===== src/rtl/htfd_pkg.sv =====
// ----------------------------------------------------------------------------
// htfd_pkg
// Shared types, constants and functions for the humidity/temperature frame
// decoder: frame positions, CRC-8 step, scaling constants and the job record.
// ----------------------------------------------------------------------------
package htfd_pkg;

  // crc-8, polynomial x^8+x^5+x^4+1, msb first
  localparam logic [7:0] CRC_POLY = 8'h31;
  localparam logic [7:0] CRC_INIT = 8'hFF;

  // output field widths
  localparam int TEMP_W  = 15;
  localparam int HUMID_W = 14;

  // scaling constants
  localparam logic [14:0] TEMP_SPAN   = 15'd17500;
  localparam logic [13:0] HUMID_SPAN  = 14'd10000;
  localparam logic [15:0] TEMP_OFFSET = 16'd4500;
  localparam logic [16:0] RAW_FULL    = 17'd65535;

  // product widths: span * 16-bit raw word
  localparam int TPROD_W = 31;
  localparam int HPROD_W = 30;

  // depth of the queue between front and back
  localparam int QDEPTH = 2;

  // byte position inside a frame
  typedef enum logic [2:0] {
    POS_T_HI  = 3'd0,
    POS_T_LO  = 3'd1,
    POS_T_CRC = 3'd2,
    POS_H_HI  = 3'd3,
    POS_H_LO  = 3'd4,
    POS_H_CRC = 3'd5
  } pos_t;

  // one finished frame handed from front to back
  typedef struct packed {
    logic [15:0] temp_word;
    logic [15:0] humid_word;
    logic        ok;
  } job_t;

  // front to queue push request
  typedef struct packed {
    logic valid;
    job_t job;
  } push_t;

  // one crc byte step, eight shift steps
  function automatic logic [7:0] crc_mix(input logic [7:0] crc, input logic [7:0] b);
    logic [7:0] c;
    c = crc ^ b;
    for (int k = 0; k < 8; k++) begin
      if (c[7]) begin
        c = {c[6:0], 1'b0} ^ CRC_POLY;
      end else begin
        c = {c[6:0], 1'b0};
      end
    end
    return c;
  endfunction

  // floor(x / 65535) for x below 2^32 with high half below 65535:
  // x = 65535*hi + (hi + lo), and hi + lo stays under twice the divisor
  function automatic logic [15:0] div_raw_full(input logic [31:0] x);
    logic [16:0] s;
    s = {1'b0, x[31:16]} + {1'b0, x[15:0]};
    return x[31:16] + {15'd0, (s >= RAW_FULL)};
  endfunction

endpackage


===== src/rtl/htfd_front.sv =====
// ----------------------------------------------------------------------------
// htfd_front
// Accepts frame bytes, tracks the byte position, runs the crc and assembles
// the raw words; pushes one job into the queue per completed frame.
// ----------------------------------------------------------------------------
module htfd_front (
  input  logic           clk,
  input  logic           rst_n,
  input  logic           in_valid,
  input  logic [7:0]     in_byte,
  input  logic           in_start,
  output logic           in_ready,
  input  logic           q_full,
  output htfd_pkg::push_t push
);
  import htfd_pkg::*;

  pos_t        pos_r, pos_nxt;
  logic [7:0]  crc_r, crc_nxt;
  logic [15:0] temp_word_r, temp_word_nxt;
  logic        temp_good_r, temp_good_nxt;
  logic [15:0] humid_word_r, humid_word_nxt;
  pos_t        pos_eff;
  logic        accept;

  // take a byte whenever the queue has room
  assign in_ready = !q_full;
  assign accept   = in_valid && in_ready;

  // start flag or an impossible position restarts the frame
  assign pos_eff = (in_start || (pos_r > POS_H_CRC)) ? POS_T_HI : pos_r;

  // state registers
  always_ff @(posedge clk) begin
    if (!rst_n) begin
      pos_r        <= POS_T_HI;
      crc_r        <= CRC_INIT;
      temp_word_r  <= '0;
      temp_good_r  <= 1'b0;
      humid_word_r <= '0;
    end else begin
      pos_r        <= pos_nxt;
      crc_r        <= crc_nxt;
      temp_word_r  <= temp_word_nxt;
      temp_good_r  <= temp_good_nxt;
      humid_word_r <= humid_word_nxt;
    end
  end

  // per-byte update and job push
  always_comb begin
    pos_nxt        = pos_r;
    crc_nxt        = crc_r;
    temp_word_nxt  = temp_word_r;
    temp_good_nxt  = temp_good_r;
    humid_word_nxt = humid_word_r;
    push.valid     = 1'b0;
    push.job.temp_word  = temp_word_r;
    push.job.humid_word = humid_word_r;
    push.job.ok         = temp_good_r && (in_byte == crc_r);
    if (accept) begin
      unique case (pos_eff)
        POS_T_HI: begin
          crc_nxt       = crc_mix(CRC_INIT, in_byte);
          temp_word_nxt = {in_byte, 8'd0};
          pos_nxt       = POS_T_LO;
        end
        POS_T_LO: begin
          crc_nxt       = crc_mix(crc_r, in_byte);
          temp_word_nxt = {temp_word_r[15:8], in_byte};
          pos_nxt       = POS_T_CRC;
        end
        POS_T_CRC: begin
          temp_good_nxt = (in_byte == crc_r);
          crc_nxt       = CRC_INIT;
          pos_nxt       = POS_H_HI;
        end
        POS_H_HI: begin
          crc_nxt        = crc_mix(CRC_INIT, in_byte);
          humid_word_nxt = {in_byte, 8'd0};
          pos_nxt        = POS_H_LO;
        end
        POS_H_LO: begin
          crc_nxt        = crc_mix(crc_r, in_byte);
          humid_word_nxt = {humid_word_r[15:8], in_byte};
          pos_nxt        = POS_H_CRC;
        end
        default: begin
          crc_nxt    = CRC_INIT;
          pos_nxt    = POS_T_HI;
          push.valid = 1'b1;
        end
      endcase
    end
  end

endmodule


===== src/rtl/htfd_queue.sv =====
// ----------------------------------------------------------------------------
// htfd_queue
// Short first-in first-out queue of finished frames between front and back.
// ----------------------------------------------------------------------------
module htfd_queue (
  input  logic            clk,
  input  logic            rst_n,
  input  htfd_pkg::push_t push,
  output logic            full,
  output logic            pop_valid,
  output htfd_pkg::job_t  pop_job,
  input  logic            pop
);
  import htfd_pkg::*;

  localparam int PW = (QDEPTH > 1) ? $clog2(QDEPTH) : 1;
  localparam int CW = $clog2(QDEPTH + 1);

  job_t          slot_r [QDEPTH];
  logic [PW-1:0] wr_ptr_r, wr_ptr_nxt;
  logic [PW-1:0] rd_ptr_r, rd_ptr_nxt;
  logic [CW-1:0] count_r, count_nxt;
  logic          do_pop;

  assign full      = (count_r == CW'(QDEPTH));
  assign pop_valid = (count_r != '0);
  assign pop_job   = slot_r[rd_ptr_r];
  assign do_pop    = pop && pop_valid;

  // pointer and count update
  always_comb begin
    wr_ptr_nxt = wr_ptr_r;
    rd_ptr_nxt = rd_ptr_r;
    count_nxt  = count_r;
    if (push.valid) begin
      wr_ptr_nxt = (wr_ptr_r == PW'(QDEPTH - 1)) ? '0 : wr_ptr_r + 1'b1;
    end
    if (do_pop) begin
      rd_ptr_nxt = (rd_ptr_r == PW'(QDEPTH - 1)) ? '0 : rd_ptr_r + 1'b1;
    end
    case ({push.valid, do_pop})
      2'b10:   count_nxt = count_r + 1'b1;
      2'b01:   count_nxt = count_r - 1'b1;
      default: count_nxt = count_r;
    endcase
  end

  always_ff @(posedge clk) begin
    if (!rst_n) begin
      wr_ptr_r <= '0;
      rd_ptr_r <= '0;
      count_r  <= '0;
    end else begin
      wr_ptr_r <= wr_ptr_nxt;
      rd_ptr_r <= rd_ptr_nxt;
      count_r  <= count_nxt;
    end
  end

  // entry storage
  always_ff @(posedge clk) begin
    if (push.valid) begin
      slot_r[wr_ptr_r] <= push.job;
    end
  end

endmodule


===== src/rtl/htfd_back.sv =====
// ----------------------------------------------------------------------------
// htfd_back
// Scales the raw words of one job: constant multiply stage, then division by
// 65535 and offset into the output register.
// ----------------------------------------------------------------------------
module htfd_back (
  input  logic                           clk,
  input  logic                           rst_n,
  input  logic                           job_valid,
  input  htfd_pkg::job_t                 job,
  output logic                           job_pop,
  output logic                           out_valid,
  input  logic                           out_ready,
  output logic signed [htfd_pkg::TEMP_W-1:0] out_temp,
  output logic [htfd_pkg::HUMID_W-1:0]   out_humid,
  output logic                           out_ok
);
  import htfd_pkg::*;

  logic               s1_valid_r;
  logic [TPROD_W-1:0] s1_tprod_r;
  logic [HPROD_W-1:0] s1_hprod_r;
  logic               s1_ok_r;
  logic               s2_valid_r;
  logic [TEMP_W-1:0]  s2_temp_r, s2_temp_nxt;
  logic [HUMID_W-1:0] s2_humid_r, s2_humid_nxt;
  logic               s2_ok_r;
  logic               s2_load;
  logic               s1_load;
  logic [31:0]        tprod_full;
  logic [31:0]        hprod_full;
  logic [15:0]        t_q;
  logic [15:0]        h_q;
  logic [15:0]        t_off;

  // stall chain from the output back to the queue
  assign s2_load = !s2_valid_r || out_ready;
  assign s1_load = !s1_valid_r || s2_load;
  assign job_pop = job_valid && s1_load;

  // stage 1: constant multiplies
  assign tprod_full = 32'(job.temp_word) * 32'(TEMP_SPAN);
  assign hprod_full = 32'(job.humid_word) * 32'(HUMID_SPAN);

  always_ff @(posedge clk) begin
    if (!rst_n) begin
      s1_valid_r <= 1'b0;
    end else if (s1_load) begin
      s1_valid_r <= job_valid;
    end
  end

  always_ff @(posedge clk) begin
    if (job_pop) begin
      s1_tprod_r <= tprod_full[TPROD_W-1:0];
      s1_hprod_r <= hprod_full[HPROD_W-1:0];
      s1_ok_r    <= job.ok;
    end
  end

  // stage 2: divide by full scale, apply offset, zero on crc failure
  always_comb begin
    t_q          = div_raw_full(32'(s1_tprod_r));
    h_q          = div_raw_full(32'(s1_hprod_r));
    t_off        = t_q - TEMP_OFFSET;
    s2_temp_nxt  = s1_ok_r ? t_off[TEMP_W-1:0] : '0;
    s2_humid_nxt = s1_ok_r ? h_q[HUMID_W-1:0] : '0;
  end

  always_ff @(posedge clk) begin
    if (!rst_n) begin
      s2_valid_r <= 1'b0;
    end else if (s2_load) begin
      s2_valid_r <= s1_valid_r;
    end
  end

  always_ff @(posedge clk) begin
    if (s2_load && s1_valid_r) begin
      s2_temp_r  <= s2_temp_nxt;
      s2_humid_r <= s2_humid_nxt;
      s2_ok_r    <= s1_ok_r;
    end
  end

  assign out_valid = s2_valid_r;
  assign out_temp  = s2_temp_r;
  assign out_humid = s2_humid_r;
  assign out_ok    = s2_ok_r;

endmodule


===== src/rtl/humidity_temp_frame_decoder_unit.sv =====
// ----------------------------------------------------------------------------
// humidity_temp_frame_decoder_unit
// Decodes six-byte humidity/temperature measurement frames with two crc-8
// checks and emits scaled readings in hundredths.
// ----------------------------------------------------------------------------
// Usage:
//   in_*  : one frame byte per item, in_tuser set on the first byte of a
//           frame. Frame order: temp hi, temp lo, temp crc, humid hi,
//           humid lo, humid crc.
//   out_* : one result per completed frame; tdata carries temperature
//           (signed, bits 14:0) and humidity (bits 28:15), tuser is crc_ok.
//           On a crc mismatch both values are zero.
//   Throughput: one byte per cycle while in_tready is high. The front runs
//   the crc step in the cycle a byte is taken; the back takes a new frame
//   while the previous one is still in its stages. The job of the sixth
//   byte passes the queue, one multiply stage and one divide-and-offset stage.
//   Stall: a stalled output holds its result; one more finished frame waits
//   in the multiply stage and up to two in the queue, and in_tready drops
//   only when the queue is full.
//   Reset: synchronous, active low; clears the frame position (next byte is a
//   first byte), the crc, the queue and all valid flags.
// ----------------------------------------------------------------------------
module humidity_temp_frame_decoder_unit (
  input  logic        clk,
  input  logic        rst_n,
  input  logic        in_tvalid,
  output logic        in_tready,
  input  logic [7:0]  in_tdata,   // [7:0] rx_byte
  input  logic        in_tuser,   // [0] frame_start
  output logic        out_tvalid,
  input  logic        out_tready,
  output logic [31:0] out_tdata,  // [14:0] temperature_centi, [28:15] humidity_centi
  output logic        out_tuser   // [0] crc_ok
);
  import htfd_pkg::*;

  push_t                     push;
  logic                      q_full;
  logic                      q_valid;
  job_t                      q_job;
  logic                      q_pop;
  logic signed [TEMP_W-1:0]  temp_centi;
  logic [HUMID_W-1:0]        humid_centi;
  logic                      crc_ok;

  // byte intake and crc
  htfd_front u_front (
    .clk      (clk),
    .rst_n    (rst_n),
    .in_valid (in_tvalid),
    .in_byte  (in_tdata),
    .in_start (in_tuser),
    .in_ready (in_tready),
    .q_full   (q_full),
    .push     (push)
  );

  // finished frame queue
  htfd_queue u_queue (
    .clk       (clk),
    .rst_n     (rst_n),
    .push      (push),
    .full      (q_full),
    .pop_valid (q_valid),
    .pop_job   (q_job),
    .pop       (q_pop)
  );

  // scaling pipeline
  htfd_back u_back (
    .clk       (clk),
    .rst_n     (rst_n),
    .job_valid (q_valid),
    .job       (q_job),
    .job_pop   (q_pop),
    .out_valid (out_tvalid),
    .out_ready (out_tready),
    .out_temp  (temp_centi),
    .out_humid (humid_centi),
    .out_ok    (crc_ok)
  );

  // output packing
  assign out_tdata = {3'd0, humid_centi, temp_centi};
  assign out_tuser = crc_ok;

  // a frame never completes into a full queue
  assert property (@(posedge clk) disable iff (!rst_n) push.valid |-> !q_full)
    else $error("frame pushed into full queue");

  // failed frames carry zero readings
  assert property (@(posedge clk) disable iff (!rst_n)
    (out_tvalid && !out_tuser) |-> (out_tdata == 32'd0))
    else $error("nonzero readings on crc failure");

  // good temperature stays within the sensor range
  assert property (@(posedge clk) disable iff (!rst_n)
    (out_tvalid && out_tuser) |-> ((temp_centi >= -15'sd4500) && (temp_centi <= 15'sd13000)))
    else $error("temperature out of range");

  // good humidity stays within 0 to 100 percent
  assert property (@(posedge clk) disable iff (!rst_n)
    (out_tvalid && out_tuser) |-> (humid_centi <= 14'd10000))
    else $error("humidity out of range");

endmodule


===== config.mk =====
export PLATFORM = sky130hd
export DESIGN_NAME = humidity_temp_frame_decoder_unit
export DESIGN_NICKNAME = d
export VERILOG_FILES = /design/src/rtl/htfd_pkg.sv /design/src/rtl/htfd_front.sv /design/src/rtl/htfd_queue.sv /design/src/rtl/htfd_back.sv /design/src/rtl/humidity_temp_frame_decoder_unit.sv
export SDC_FILE = /design/constraint.sdc
export NUM_CORES = 1
export LEC_CHECK = 0
export BUFFER_PORTS_ARGS = -buffer_cell sky130_fd_sc_hd__buf_4
export CORE_MARGIN = 2
export CORE_UTILIZATION = 64
export DETAILED_ROUTE_END_ITERATION = 8
export GPL_TIMING_DRIVEN = 0
export PLACE_DENSITY = 0.9
export SYNTH_ARGS = -nofsm -noshare
export SYNTH_HDL_FRONTEND = slang
export SYNTH_SLANG_ARGS = --single-unit

===== constraint.sdc =====
create_clock -name clk -period 8.05 [get_ports clk]
set_clock_uncertainty 0.1 [all_clocks]
set_input_delay 0.4025 -clock clk [delete_from_list [all_inputs] [get_ports clk]]
set_output_delay 0.4025 -clock clk [all_outputs]
set_load 0.01 [all_outputs]

* Yosys cells after proc, flatten, opt, wreduce, memory -nomap -nowiden
Memories as Yosys holds them, arrays and structs flattened. A register that Yosys moved wholly into a read port is not among the register bits. Cells that the tools add are included.
Operators by class: $add $sub $neg 9, multipliers 2, order comparisons 3, equality and inequality tests 8, mux-type cells 100, bitwise logic cells 34, reduce and logical (&&, ||, !) cells 22
Operators by type and width (number):
- 8-bit two-way mux | 56
- 6-bit two-way mux | 30
- 3-bit NOT | 30
- 16-bit case mux with 2 select lines | 2
- 17-bit by 16-bit >= comparator with 1-bit output, second input constant | 2
- 8-bit case mux with 4 select lines | 1
- 16-bit by 13-bit multiplier with 29-bit output, second input constant | 1
- 16-bit by 10-bit multiplier with 26-bit output, second input constant | 1
- 14-bit by 16-bit adder with 17-bit output | 1
- 15-bit by 16-bit adder with 17-bit output | 1
- 15-bit by 1-bit adder with 15-bit output | 1
- 3-bit case mux with 5 select lines | 1
- 15-bit by 13-bit subtractor with 15-bit output, second input constant | 1
- 14-bit by 1-bit adder with 14-bit output | 1
- 8-bit equality test | 1
- 1-bit two-way mux | 8
- 8-bit NOT | 1
- 2-bit nonzero test | 4
- 8-bit bitwise XOR | 1
- 3-bit by 2-bit equality test with 1-bit output, second input constant | 2
- 2-bit AND reduction | 3
- 3-bit AND reduction | 2
- 1-bit logical AND | 5
- 5-bit OR reduction | 1
- 14 further kinds | 21
Word-level totals: bits in registers 136, RAM bits 66, bits of input ports 13, output and inout port bits 35, word-level logic and storage cells 197, memories 1
Memory list:
- u_queue.slot_r | words 2, bits a word 33, rd ports 1, clocked after Yosys merged registers in 1, wr ports 1, line htfd_queue.sv:19 | job_t slot_r [QDEPTH];

* Logic depth before layout (Yosys ltp)
word-level depth 33, depth in mapped cells 23, gate-level depth less buffers 21

* Hierarchy
Synthesis repeated with hierarchy kept, for this count alone.
Second synthesis, totals: cells, all modules 1397, area total of the unflattened synthesis 15147.0 um^2
Modules (own cells, without submodules):
- htfd_back | instances 1, cells an instance 988, area each 10199.8 um^2, sequential area each 2622.5 um^2
- htfd_queue | instances 1, cells an instance 126, area each 2600.0 um^2, sequential area each 2082.0 um^2
- htfd_front | instances 1, cells an instance 279, area each 2321.0 um^2, sequential area each 880.8 um^2
- humidity_temp_frame_decoder_unit | instances 1, cells an instance 4, area each 26.3 um^2, sequential area each 0.0 um^2

* Least setup slack after synthesis
Ideal clock, no wire load.
path type reg-to-reg, start point register with a tool-made name, end point register u_back.s1_tprod_r[27] (data pin), library setup time 0.260 ns, data arrival time 5.347 ns, data required time 7.690 ns, setup slack 2.343 ns, stages on the path, launching flop included 22, buffers on the path 2, clock period less this slack 5.707 ns, cell sequence dfxtp_1 clkbuf_1 buf_1 mux2i_1 inv_1 ha_1 inv_1 fa_1 inv_1 ha_1 fa_1 inv_1 fa_1 inv_1 ha_1 a2111oi_4 inv_2 or3_1 a311oi_2 o21bai_2 a21oi_2 xnor2_1
RTL lines:
- to (signal assigned) | line htfd_back.sv:55 | s1_tprod_r <= tprod_full[TPROD_W-1:0];
- to (decl) | line htfd_back.sv:21 | logic [TPROD_W-1:0] s1_tprod_r;

==> out/qor.csv <==
metric,value,unit
DRT antenna net count,0,
global route overflow,0,
Util after Layout,0.7129,
simple-gate portion of the synthesized area,0.09687,
synthesized instance count,1379,
Die Area,0.02480,mm^2
crit path kind,reg -> reg,
post-synthesis xor/xnor area fraction,0.06035,
hold bufs inserted after CTS,0,
buffers added on ports,36,
first-pass iteration count of the detailed router,5,
Synth Area in Adders,0.2716,
actual slew at the worst max-slew pin,1.021,ns
mux contribution to synthesized area,0.03520,
Setup TNS Final,0,ns
first-pass GRT wire length,49.90,mm
vias in the first global route,10520,
CTS root buf,clkbuf_16,
Initial Utilization,0.6480,
postcts setup bufs,0,
Post-synth EDFFs,152,
post-synthesis sequential area ratio,0.3705,
via count,10220,
Max Slew Vio Count,0,
Max Cap Viol,0,
worst min path class,in -> reg,
I/O pin cnt,48,
Reg2Reg Depth,20,
Synth warnings,0,
ys flop type,edfxtp_1,
die height,157.5,um
Total GRT Usage,0.2518,
layout cells sized above 1,0.08842,
Relative slew margins,0.3143,
DRC Markers,0,
Final Hold Vio Count,0,
status,completed,
"Data arrival, critical path",7.02,ns
Compound-Gate Fraction of Synth Area,0.1026,
die width,157.5,um
Fillers,1594,
# rows,56,
area delta synth->final,10.03,%
CTS tree,yes,
initial antenna violation count,0,
min setup slack post-route,1.170,ns
reg-to-reg endpoint,u_back.s1_hprod_r[29],
Period minus WS final,6.880,ns
Hold Path Origin,rst_n,
Post-CTS Resized,0,
Hold Path End,u_front.pos_r[2],
clk slew on worst S/H paths,0.06,ns
final setup violation count,0,
"Req. time, crit path",8.19,ns
largest net degree at the start of global routing,35,
RSZ-0062 raised after global routing,false,
Nets,1734,
clock sinks,203,
clock latency on the worst-skew pair,0.50,ns
worst-path fanout max,10,
dpl ws,1.425,ns
worst hold path depth,2,
total routed wirelength,30.77,mm
post-DP HPWL,23.79,mm
wire per inst,17.31,um
Register Area,0.005585,mm^2
fmax,145.3,MHz
Setup crit end kind,flip-flop,
initial drt markers,720,
"flops & latches, synth",203,
H-tree depth,1,
synth unique cells,76,
asr flop ratio synth,0,
area of the multi-input gates,0.008586,mm^2
R2R Setup Slk,1.17,ns
Clock Tree Buf Depth,3,
fin crit share,0.8547,
number of CTS-inserted buffers,22,
vias per cell,5.747,
gp weighted congestion,0.9061,
Ant. Diodes,0,
Worst Setup Start Kind,flip-flop,
Avg Inst Size Synth,10.93,um^2
largest family of logic cells by synthesized area,adder cells,
core area,0.02326,mm^2
Netlist Area Pre-Place,0.01507,mm^2
==> through the flow <==
stage	std cells	instance area, um^2	hold slack [ns]
after CTS	1778	16580	0.08724
after global routing	1778	16580	0.1011
after floorplan	1381	15080	0.3249
after detailed placement	1738	15820	0.3372
final	1778	16580	0.1036
after global placement	1736	15750	0.3343
==> routing by layer <==
| layer | track usage | wire length (um) | vias to the layer above |
|---|---|---|---|
| met5 | 0 | 0 | - |
| met4 | 0.1017 | 988 | 0 |
| met3 | 0.03827 | 1568 | 83 |
| met2 | 0.4429 | 15290 | 335 |
| met1 | 0.3109 | 12930 | 4898 |
| li1 | - | - | 4903 |
==> logic make-up (layout without fill, tap and decap cells) <==
logic type	Yosys count	count (layout)
DFF	203	203
and+or+nand+nor	275	275
adders and majority gates	278	278
buffers and inverters	245	323
xor gates and xnor gates	103	103
AOI/OAI and AO/OA	223	223
other	1	3
muxes	51	51
==> worst max-delay path, stage by stage (launching register included) <==
cell       delay [ns]
dfxtp_1          0.31
clkbuf_1         0.31
buf_1            0.66
mux2i_1          0.55
inv_1            0.24
fa_1             0.52
ha_1             0.28
inv_1            0.05
fa_1             0.53
inv_1            0.05
ha_1             0.32
fa_1             0.50
ha_1             0.38
o21a_1           0.15
o21ai_1          0.22
o31ai_1          0.12
a2111oi_0        0.56
o21bai_1         0.14
a21oi_1          0.33
o21ai_1          0.14
xor2_1           0.15
==> Yosys cell counts, types with 35 or more instances <==
cell | instances | area [um^2]
a21oi_1 | 49 | 245.2
dfxtp_1 | 51 | 1021
edfxtp_1 | 152 | 4564
fa_1 | 82 | 1642
ha_1 | 196 | 2452
inv_1 | 206 | 773.2
mux2i_1 | 35 | 350.3
nand2_1 | 59 | 221.5
nor2_1 | 36 | 135.1
nor2b_1 | 38 | 237.7
xnor2_1 | 65 | 569.3
xor2_1 | 37 | 324.1
==> layout make-up <==
class / instances / area share
Buffer: 38 / 0.01003
Clock buffer: 26 / 0.03599
Clock inverter: 14 / 0.009883
Inverter: 207 / 0.04685
Multi-Input combinational cell: 933 / 0.5177
Sequential cell: 203 / 0.3368
Tap cell: 319 / 0.02407
Timing Repair Buffer: 38 / 0.01871
==> worst max path at each step <==
stage                                 end  slack (ns)
floorplan           u_back.s1_tprod_r[27]        2.34
global placement    u_back.s1_tprod_r[27]        1.58
detailed placement  u_back.s1_hprod_r[29]        1.43
CTS                 u_back.s1_hprod_r[29]        1.33
global route        u_back.s1_tprod_r[28]        1.01
finish              u_back.s1_hprod_r[29]        1.17
==> registers in the layout, indices dropped and copies added, names as in the netlist, 2 cells and up, named ones only <==
signal	count
u_front.temp_word_r	16
u_front.crc_r	8
u_queue.slot_r	66
u_front.humid_word_r	16
u_back.out_temp	15
u_back.s1_hprod_r	26
u_queue.count_r	2
u_front.pos_r	3
u_back.out_humid	14
u_back.s1_tprod_r	29
==> cell usage in the layout, fill, tap and decap left out, drive strengths merged, types with 7 or more instances in the layout <==
cell and instances:
dfxtp 51, buf 51, and2 31, a21o 23, nand2b 10, clkbuf 51
mux2i 35, mux2 16, nor4 9, nand3 23, or3 9, edfxtp 152
nor2b 38, xnor2 66, ha 196, nand2 59, o21ai 36, o211ai 8
nor2 40, nor3 22, o21a 15, a21oi 50, nand4 11, inv 207
clkinv 10, o221ai 7, xor2 37, a22oi 8, o21bai 11, fa 82
a21boi 22
Power is not shown: default switching activity piles up to over one toggle a cycle in this logic, so the estimate is an artifact.
